===== src/lcgja_pkg.sv =====
`timescale 1ns / 1ps
`default_nettype none
// ----------------------------------------------------------------------------
// LCG jump-ahead package
// Shared types and constants for the LCG jump-ahead block.
// ----------------------------------------------------------------------------
package lcgja_pkg;

    localparam int unsigned WORD_W      = 32;
    localparam int unsigned CFG_INDEX_W = 2;
    localparam int unsigned BIT_CNT_W   = 5;

    localparam logic [CFG_INDEX_W-1:0] REG_MULTIPLIER = 2'd0;
    localparam logic [CFG_INDEX_W-1:0] REG_INCREMENT  = 2'd1;

    localparam logic [WORD_W-1:0] RESET_MULTIPLIER = 32'h0003_43FD;
    localparam logic [WORD_W-1:0] RESET_INCREMENT  = 32'h0026_9EC3;

    localparam logic [BIT_CNT_W-1:0] LAST_BIT = 5'd31;

    typedef enum logic [1:0] {
        ST_IDLE,
        ST_STEP,
        ST_FINISH
    } state_t;

    typedef struct packed {
        logic load;
        logic step;
        logic finish;
    } dp_cmd_t;

    typedef struct packed {
        logic out_hold;
    } dp_status_t;

endpackage : lcgja_pkg
`default_nettype wire


===== src/lcgja_ctrl.sv =====
`timescale 1ns / 1ps
`default_nettype none
// ----------------------------------------------------------------------------
// LCG jump-ahead controller
// Sequences load, 32 doubling steps and the final affine map for each item.
// ----------------------------------------------------------------------------
module lcgja_ctrl (
    input  wire logic                  clk,
    input  wire logic                  rst_n,
    input  wire logic                  in_valid,
    output logic                       in_ready,
    input  wire lcgja_pkg::dp_status_t status,
    output lcgja_pkg::dp_cmd_t         cmd
);

    lcgja_pkg::state_t                  state_reg;
    lcgja_pkg::state_t                  state_next;
    logic [lcgja_pkg::BIT_CNT_W-1:0]    cnt_reg;
    logic [lcgja_pkg::BIT_CNT_W-1:0]    cnt_next;

    always_comb
    begin
        state_next = state_reg;
        case (state_reg)
            lcgja_pkg::ST_IDLE:
            begin
                if (in_valid)
                begin
                    state_next = lcgja_pkg::ST_STEP;
                end
            end
            lcgja_pkg::ST_STEP:
            begin
                if (cnt_reg == lcgja_pkg::LAST_BIT)
                begin
                    state_next = lcgja_pkg::ST_FINISH;
                end
            end
            lcgja_pkg::ST_FINISH:
            begin
                if (!status.out_hold)
                begin
                    state_next = lcgja_pkg::ST_IDLE;
                end
            end
            default:
            begin
                state_next = lcgja_pkg::ST_IDLE;
            end
        endcase
    end

    always_comb
    begin
        in_ready   = 1'b0;
        cmd.load   = 1'b0;
        cmd.step   = 1'b0;
        cmd.finish = 1'b0;
        case (state_reg)
            lcgja_pkg::ST_IDLE:
            begin
                in_ready = 1'b1;
                cmd.load = in_valid;
            end
            lcgja_pkg::ST_STEP:
            begin
                cmd.step = 1'b1;
            end
            lcgja_pkg::ST_FINISH:
            begin
                cmd.finish = !status.out_hold;
            end
            default:
            begin
                in_ready = 1'b0;
            end
        endcase
    end

    always_comb
    begin
        cnt_next = cnt_reg;
        if (cmd.load)
        begin
            cnt_next = '0;
        end
        else if (cmd.step)
        begin
            cnt_next = cnt_reg + 1'b1;
        end
    end

    always_ff @(posedge clk or negedge rst_n)
    begin
        if (!rst_n)
        begin
            state_reg <= lcgja_pkg::ST_IDLE;
            cnt_reg   <= '0;
        end
        else
        begin
            state_reg <= state_next;
            cnt_reg   <= cnt_next;
        end
    end

endmodule : lcgja_ctrl
`default_nettype wire


===== config.mk =====
export PLATFORM = sky130hd
export DESIGN_NAME = lcgja_ctrl
export DESIGN_NICKNAME = d
export VERILOG_FILES = /design/src/lcgja_pkg.sv /design/src/lcgja_ctrl.sv
export SDC_FILE = /design/constraint.sdc
export NUM_CORES = 1
export LEC_CHECK = 0
export BUFFER_PORTS_ARGS = -buffer_cell sky130_fd_sc_hd__buf_2
export CORE_AREA = 2 2 39 41
export DETAILED_ROUTE_END_ITERATION = 6
export DIE_AREA = 0 0 41 43
export GPL_ROUTABILITY_DRIVEN = 0
export MAX_ROUTING_LAYER = met4
export SLEW_MARGIN = 10
export SYNTH_ARGS = -nofsm -noshare
export SYNTH_HDL_FRONTEND = slang
export SYNTH_SLANG_ARGS = --single-unit

===== constraint.sdc =====
create_clock -name clk -period 4.4 [get_ports clk]
set_clock_uncertainty 0.15 [all_clocks]
set_input_delay 0.22 -clock clk [delete_from_list [all_inputs] [get_ports clk]]
set_output_delay 0.22 -clock clk [all_outputs]
set_load 0.1 [all_outputs]

# Yosys cells after proc, flatten, opt, wreduce, memory -nomap -nowiden
# Cells that the tools add are included.
[word_totals] ff_bits=7 input_bits=4 out_inout_bits=4
[classes] add_sub_neg=1 eq_ne=6 muxes=10 reduce_logical=4
[op_table] cell="$mux W5" count=2
[op_table] cell="$mux W2" count=3
[op_table] cell="$ne A2 B2 Y1 const B" count=3
[op_table] cell="$pmux W2 S3" count=1
[op_table] cell="$add A5 B1 Y5 const B" count=1
[op_table] cell="$eq A5 B5 Y1 const B" count=1
[op_table] cell="$mux W1" count=4
[op_table] cell="$reduce_and A3 Y1" count=1
[op_table] cell="$eq A2 B1 Y1 const B" count=1
[op_table] cell="$eq A2 B2 Y1 const B" count=1
[op_table] cell="$logic_not A2 Y1" count=1
[op_table] cell="$reduce_bool A2 Y1" count=1
[op_table] cell="$logic_not A1 Y1" count=1

# Longest topological paths before layout
[depth] ltp_word=4 ltp_mapped=5

# Worst setup path after synthesis
# OpenSTA, ideal clock, no wires.
[synth_timing] path_type="flip-flop to output port" startpoint="register state_reg[0]" endpoint="output port cmd[0] in the netlist's numbering" arrival_time_ns=2.703 slack_ns=1.327 path_stages_with_launch=3 path_cell_list="dfrtp_1 > buf_6 > nor3b_1"
[synth_rtl] item="from (decl)" line_no="lcgja_ctrl.sv:16" source="lcgja_pkg::state_t state_reg;"
[synth_rtl] item="from (signal assigned)" line_no="lcgja_ctrl.sv:97" source="state_reg <= lcgja_pkg::ST_IDLE;"
[synth_rtl] item="from (signal assigned)" line_no="lcgja_ctrl.sv:102" source="state_reg <= state_next;"
[synth_rtl] item="to (decl)" line_no="lcgja_ctrl.sv:13" source="output lcgja_pkg::dp_cmd_t cmd"

==> qor.json <==
{
  "worstPathCellList": {"value": "nor2_1 -> and2_1 -> buf_2"},
  "run_status": {"value": "completed"},
  "root_buffer": {"value": "sky130_fd_sc_hd__clkbuf_4"},
  "syn_area_per_cell": {"value": 11.56, "unit": "µm²"},
  "rrSetupSlack": {"value": 2.84, "unit": "ns"},
  "clkLatencyLatePin": {"value": 0.25, "unit": "ns"},
  "seq_power_share": {"value": 35.8, "unit": "%"},
  "leakagePower": {"value": 0.0002136, "unit": "µW"},
  "crit_family": {"value": "flip-flops"},
  "combinational_family_with_the_most_area_after_synthesis": {"value": "compound AO/OA/AOI/OAI gates"},
  "synth_simple_gate_area_share": {"value": 19.02, "unit": "%"},
  "placeableCoreArea": {"value": 1384, "unit": "µm²"},
  "first_global_vias": {"value": 250},
  "setup_slack": {"value": 2.574, "unit": "ns"},
  "crit_path_start_kind": {"value": "flop"},
  "post-layout-total-power": {"value": 347.8, "unit": "µW"},
  "post-route-min-period": {"value": 1.826, "unit": "ns"},
  "synth_adder_area_share": {"value": 6.557, "unit": "%"},
  "intPower": {"value": 188.8, "unit": "µW"},
  "seq_area_frac_synth": {"value": 45.90, "unit": "%"},
  "clock_tree.htree_level_count": {"value": 1},
  "syn_area": {"value": 381.6, "unit": "µm²"},
  "drive_gt1_share": {"value": 32.56, "unit": "%"},
  "sequential_cell_area": {"value": 175.2, "unit": "µm²"},
  "synth_compound_gate_area_share": {"value": 20.00, "unit": "%"},
  "muxShareOfSynthArea": {"value": 2.623, "unit": "%"},
  "cts.reportedPaths.clkPinSlew": {"value": 0.06, "unit": "ns"},
  "cts_buffer_depth": {"value": 2},
  "final_instance_count_without_filler_cells": {"value": 59},
  "synth_cell_type_count": {"value": 20},
  "place.port_buffers": {"value": 7},
  "clkSinkCount": {"value": 7},
  "path_class": {"value": "reg2out"},
  "placed_cell_count": {"value": 54},
  "critical-path-max-stage-delay": {"value": 0.51, "unit": "ns"},
  "vias": {"value": 268},
  "fillers": {"value": 148},
  "rows": {"value": 14},
  "synth_xor_area_share": {"value": 0, "unit": "%"},
  "synth_seq_cells": {"value": 7},
  "clock.fmax": {"value": 547.8, "unit": "MHz"},
  "maxSlewHeadroom": {"value": 67.82, "unit": "%"},
  "dieHeight": {"value": 43, "unit": "µm"},
  "crit_path_top_delay_cell": {"value": "sky130_fd_sc_hd__dfrtp_1"},
  "power.switching": {"value": 159.0, "unit": "µW"},
  "cts_inserted_buffers": {"value": 3},
  "number_of_flip_flops_in_the_largest_register": {"value": 5},
  "initial_utilization": {"value": 27.58, "unit": "%"},
  "comb_power_share": {"value": 47.5, "unit": "%"},
  "grt_util_all_layers": {"value": 10.35, "unit": "%"},
  "worst_ir_drop_vdd": {"value": 0.2966, "unit": "mV"},
  "grt-ovfl-total": {"value": 0},
  "layout-area-overhead-vs-synth": {"value": 19.02, "unit": "%"},
  "final_area": {"value": 454.2, "unit": "µm²"},
  "cp_data_arrival_time": {"value": 1.46, "unit": "ns"},
  "grt_first_pass_wirelength": {"value": 1104, "unit": "µm"},
  "antenna_violations_before_repair": {"value": 0},
  "dr.first_iter.drc_count": {"value": 12},
  "synthTopCellsByArea": {"value": "sky130_fd_sc_hd__dfrtp_1, sky130_fd_sc_hd__a22o_1, sky130_fd_sc_hd__ha_1"},
  "holdCritPathClass": {"value": "in2reg"},
  "drc": {"value": 0},
  "final_antenna_net_count": {"value": 0},
  "power.share.switching": {"value": 45.72, "unit": "%"},
  "pwr_density_cell": {"value": 765.8, "unit": "nW/µm²"},
  "setup.worst_path.end_class": {"value": "output pin"},
  "worstPathRequired": {"value": 4.03, "unit": "ns"},
  "final_cell_mix": {"value": "sky130_fd_sc_hd__dfrtp_1, sky130_fd_sc_hd__buf_2, sky130_fd_sc_hd__a22o_1, sky130_fd_sc_hd__nand2_1, sky130_fd_sc_hd__clkbuf_4"},
  "setup_repair_after_global_routing_missed_its_margin": {"value": "no"},
  "dieArea": {"value": 1763, "unit": "µm²"},
  "setup_total_negative_slack": {"value": 0, "unit": "ns"},
  "dp_worst_setup_slack": {"value": 2.839, "unit": "ns"},
  "detail_route.first_pass.iterations": {"value": 2},
  "die_w": {"value": 41, "unit": "µm"},
  "finalSetupViolations": {"value": 0},
  "timing_worst_slew_pin_value": {"value": 0.4860, "unit": "ns"},
  "post-route-period-util": {"value": 41.49, "unit": "%"},
  "yosys.area.top_type": {"value": "sky130_fd_sc_hd__dfrtp_1"},
  "synth_fp_nets": {"value": 39},
  "fin_nets": {"value": 50},
  "worst-path-buf-inv": {"value": 1},
  "largest_net_degree_at_the_start_of_global_routing": {"value": 10},
  "antenna_cells": {"value": 0},
  "multi_input_comb_area": {"value": 183.9, "unit": "µm²"},
  "critical_path.max_fanout": {"value": 9},
  "io-pin-count": {"value": 8},
  "synthCells": {"value": 33},
  "cts_tree": {"value": "done"},
  "synthDominantCellAreaShare": {"value": 45.90, "unit": "%"},
  "placed_cell_area": {"value": 417.9, "unit": "µm²"},
  "power.clock.fraction": {"value": 16.7, "unit": "%"},
  "hold_violations": {"value": 0},
  "route.final.wire_length": {"value": 647, "unit": "µm"},
  "wire_per_inst": {"value": 10.97, "unit": "µm"},
  "ys_warns": {"value": 0},
  "viasPerCell": {"value": 4.542},
  "slew_violations": {"value": 0},
  "cap_violations": {"value": 0},
  "post_cts_buffers": {"value": 0}
}
==> power by group through the flow <==
stage | Combinational, µW | Clock (µW) | Sequential [µW]
CTS | 168 | 61.6 | 125
global route | 181 | 66.3 | 130
floorplan | 162 | 0 | 112
global placement | 162 | 0 | 126
finish | 165 | 58.0 | 125
detailed placement | 166 | 0 | 126
==> worst reg2reg max path, delay by kind of cell (launching register included) <==
family / cells / cell delay (ns)
flip-flops: 1 / 0.40
AND/OR/NAND/NOR: 1 / 0.19
AO/OA/AOI/OAI: 1 / 0.21
adder cells (fa/ha/maj): 2 / 0.49
==> kinds of logic after synthesis <==
logic type,Yosys count
AND/OR/NAND/NOR,12
AO/OA/AOI/OAI,8
flip-flops,7
buffers and inverters,3
adder cells (fa/ha/maj),2
multiplexers,1
==> synth_stat cells <==
cell type                  count
sky130_fd_sc_hd__dfrtp_1       7
sky130_fd_sc_hd__a22o_1        3
sky130_fd_sc_hd__nand2_1       3
sky130_fd_sc_hd__ha_1          2
sky130_fd_sc_hd__nand3_1       2
sky130_fd_sc_hd__o21ai_0       2
sky130_fd_sc_hd__a21oi_1       1
sky130_fd_sc_hd__and2_1        1
sky130_fd_sc_hd__and3_1        1
sky130_fd_sc_hd__buf_4         1
sky130_fd_sc_hd__buf_6         1
sky130_fd_sc_hd__inv_2         1
sky130_fd_sc_hd__mux2i_1       1
sky130_fd_sc_hd__nand2b_1      1
sky130_fd_sc_hd__nand2b_4      1
sky130_fd_sc_hd__nand3b_1      1
sky130_fd_sc_hd__nor2_1        1
sky130_fd_sc_hd__nor3b_1       1
sky130_fd_sc_hd__o21bai_4      1
sky130_fd_sc_hd__o311ai_2      1
==> layer usage <==
layer | routed length, µm | global-route usage [%] | vias up | share of wire (%)
li1 | - | - | 138 | -
met4 | 0 | 2.000 | 0 | 0
met3 | 61 | 9.424 | 0 | 9.4
met2 | 256 | 11.88 | 10 | 40
met5 | 0 | - | - | 0
met1 | 329 | 13.44 | 120 | 51
==> worst paths after layout <==
| kind | startpoint | endpoint | depth (start not counted) |
|---|---|---|---|
| worst min-delay path | status | state_reg[1]$_DFFE_PN0P_ | 3 |
| min in group asynchronous | rst_n | state_reg[1]$_DFFE_PN0P_ | 2 |
| worst max-delay path | state_reg[0]$_DFFE_PN0P_ | cmd[2] | 3 |
| max in group asynchronous | rst_n | cnt_reg[0]$_DFFE_PN0P_ | 2 |
| worst max register to register | cnt_reg[0]$_DFFE_PN0P_ | cnt_reg[4]$_DFFE_PN0P_ | 4 |
| worst min register to register | cnt_reg[4]$_DFFE_PN0P_ | cnt_reg[4]$_DFFE_PN0P_ | 1 |
==> final cells by class <==
| class | instances | share of cell area (%) |
|---|---|---|
| inverters | 1 | 0.8264 |
| multi-input cells | 23 | 40.50 |
| flip-flops and latches | 7 | 38.57 |
| well taps | 16 | 4.408 |
| clock buffers | 4 | 5.785 |
| repair buffers | 8 | 9.917 |
==> through the flow <==
stage / hold slack [ns] / util, %
floorplan: -0.2256 / -
global placement: -0.08747 / 30.20
detailed placement: -0.08194 / 30.20
CTS: 0.06419 / 32.82
global route: 0.06881 / 32.82
finish: 0.07406 / 32.82
==> repair_timing <==
| action | in CTS | in global routing |
|---|---|---|
| hold buffers | 1 | 0 |
| gates resized for setup | 0 | 0 |
| hold endpoints to repair | 7 | 0 |
Note: power is estimated with default switching activity, not from simulation.
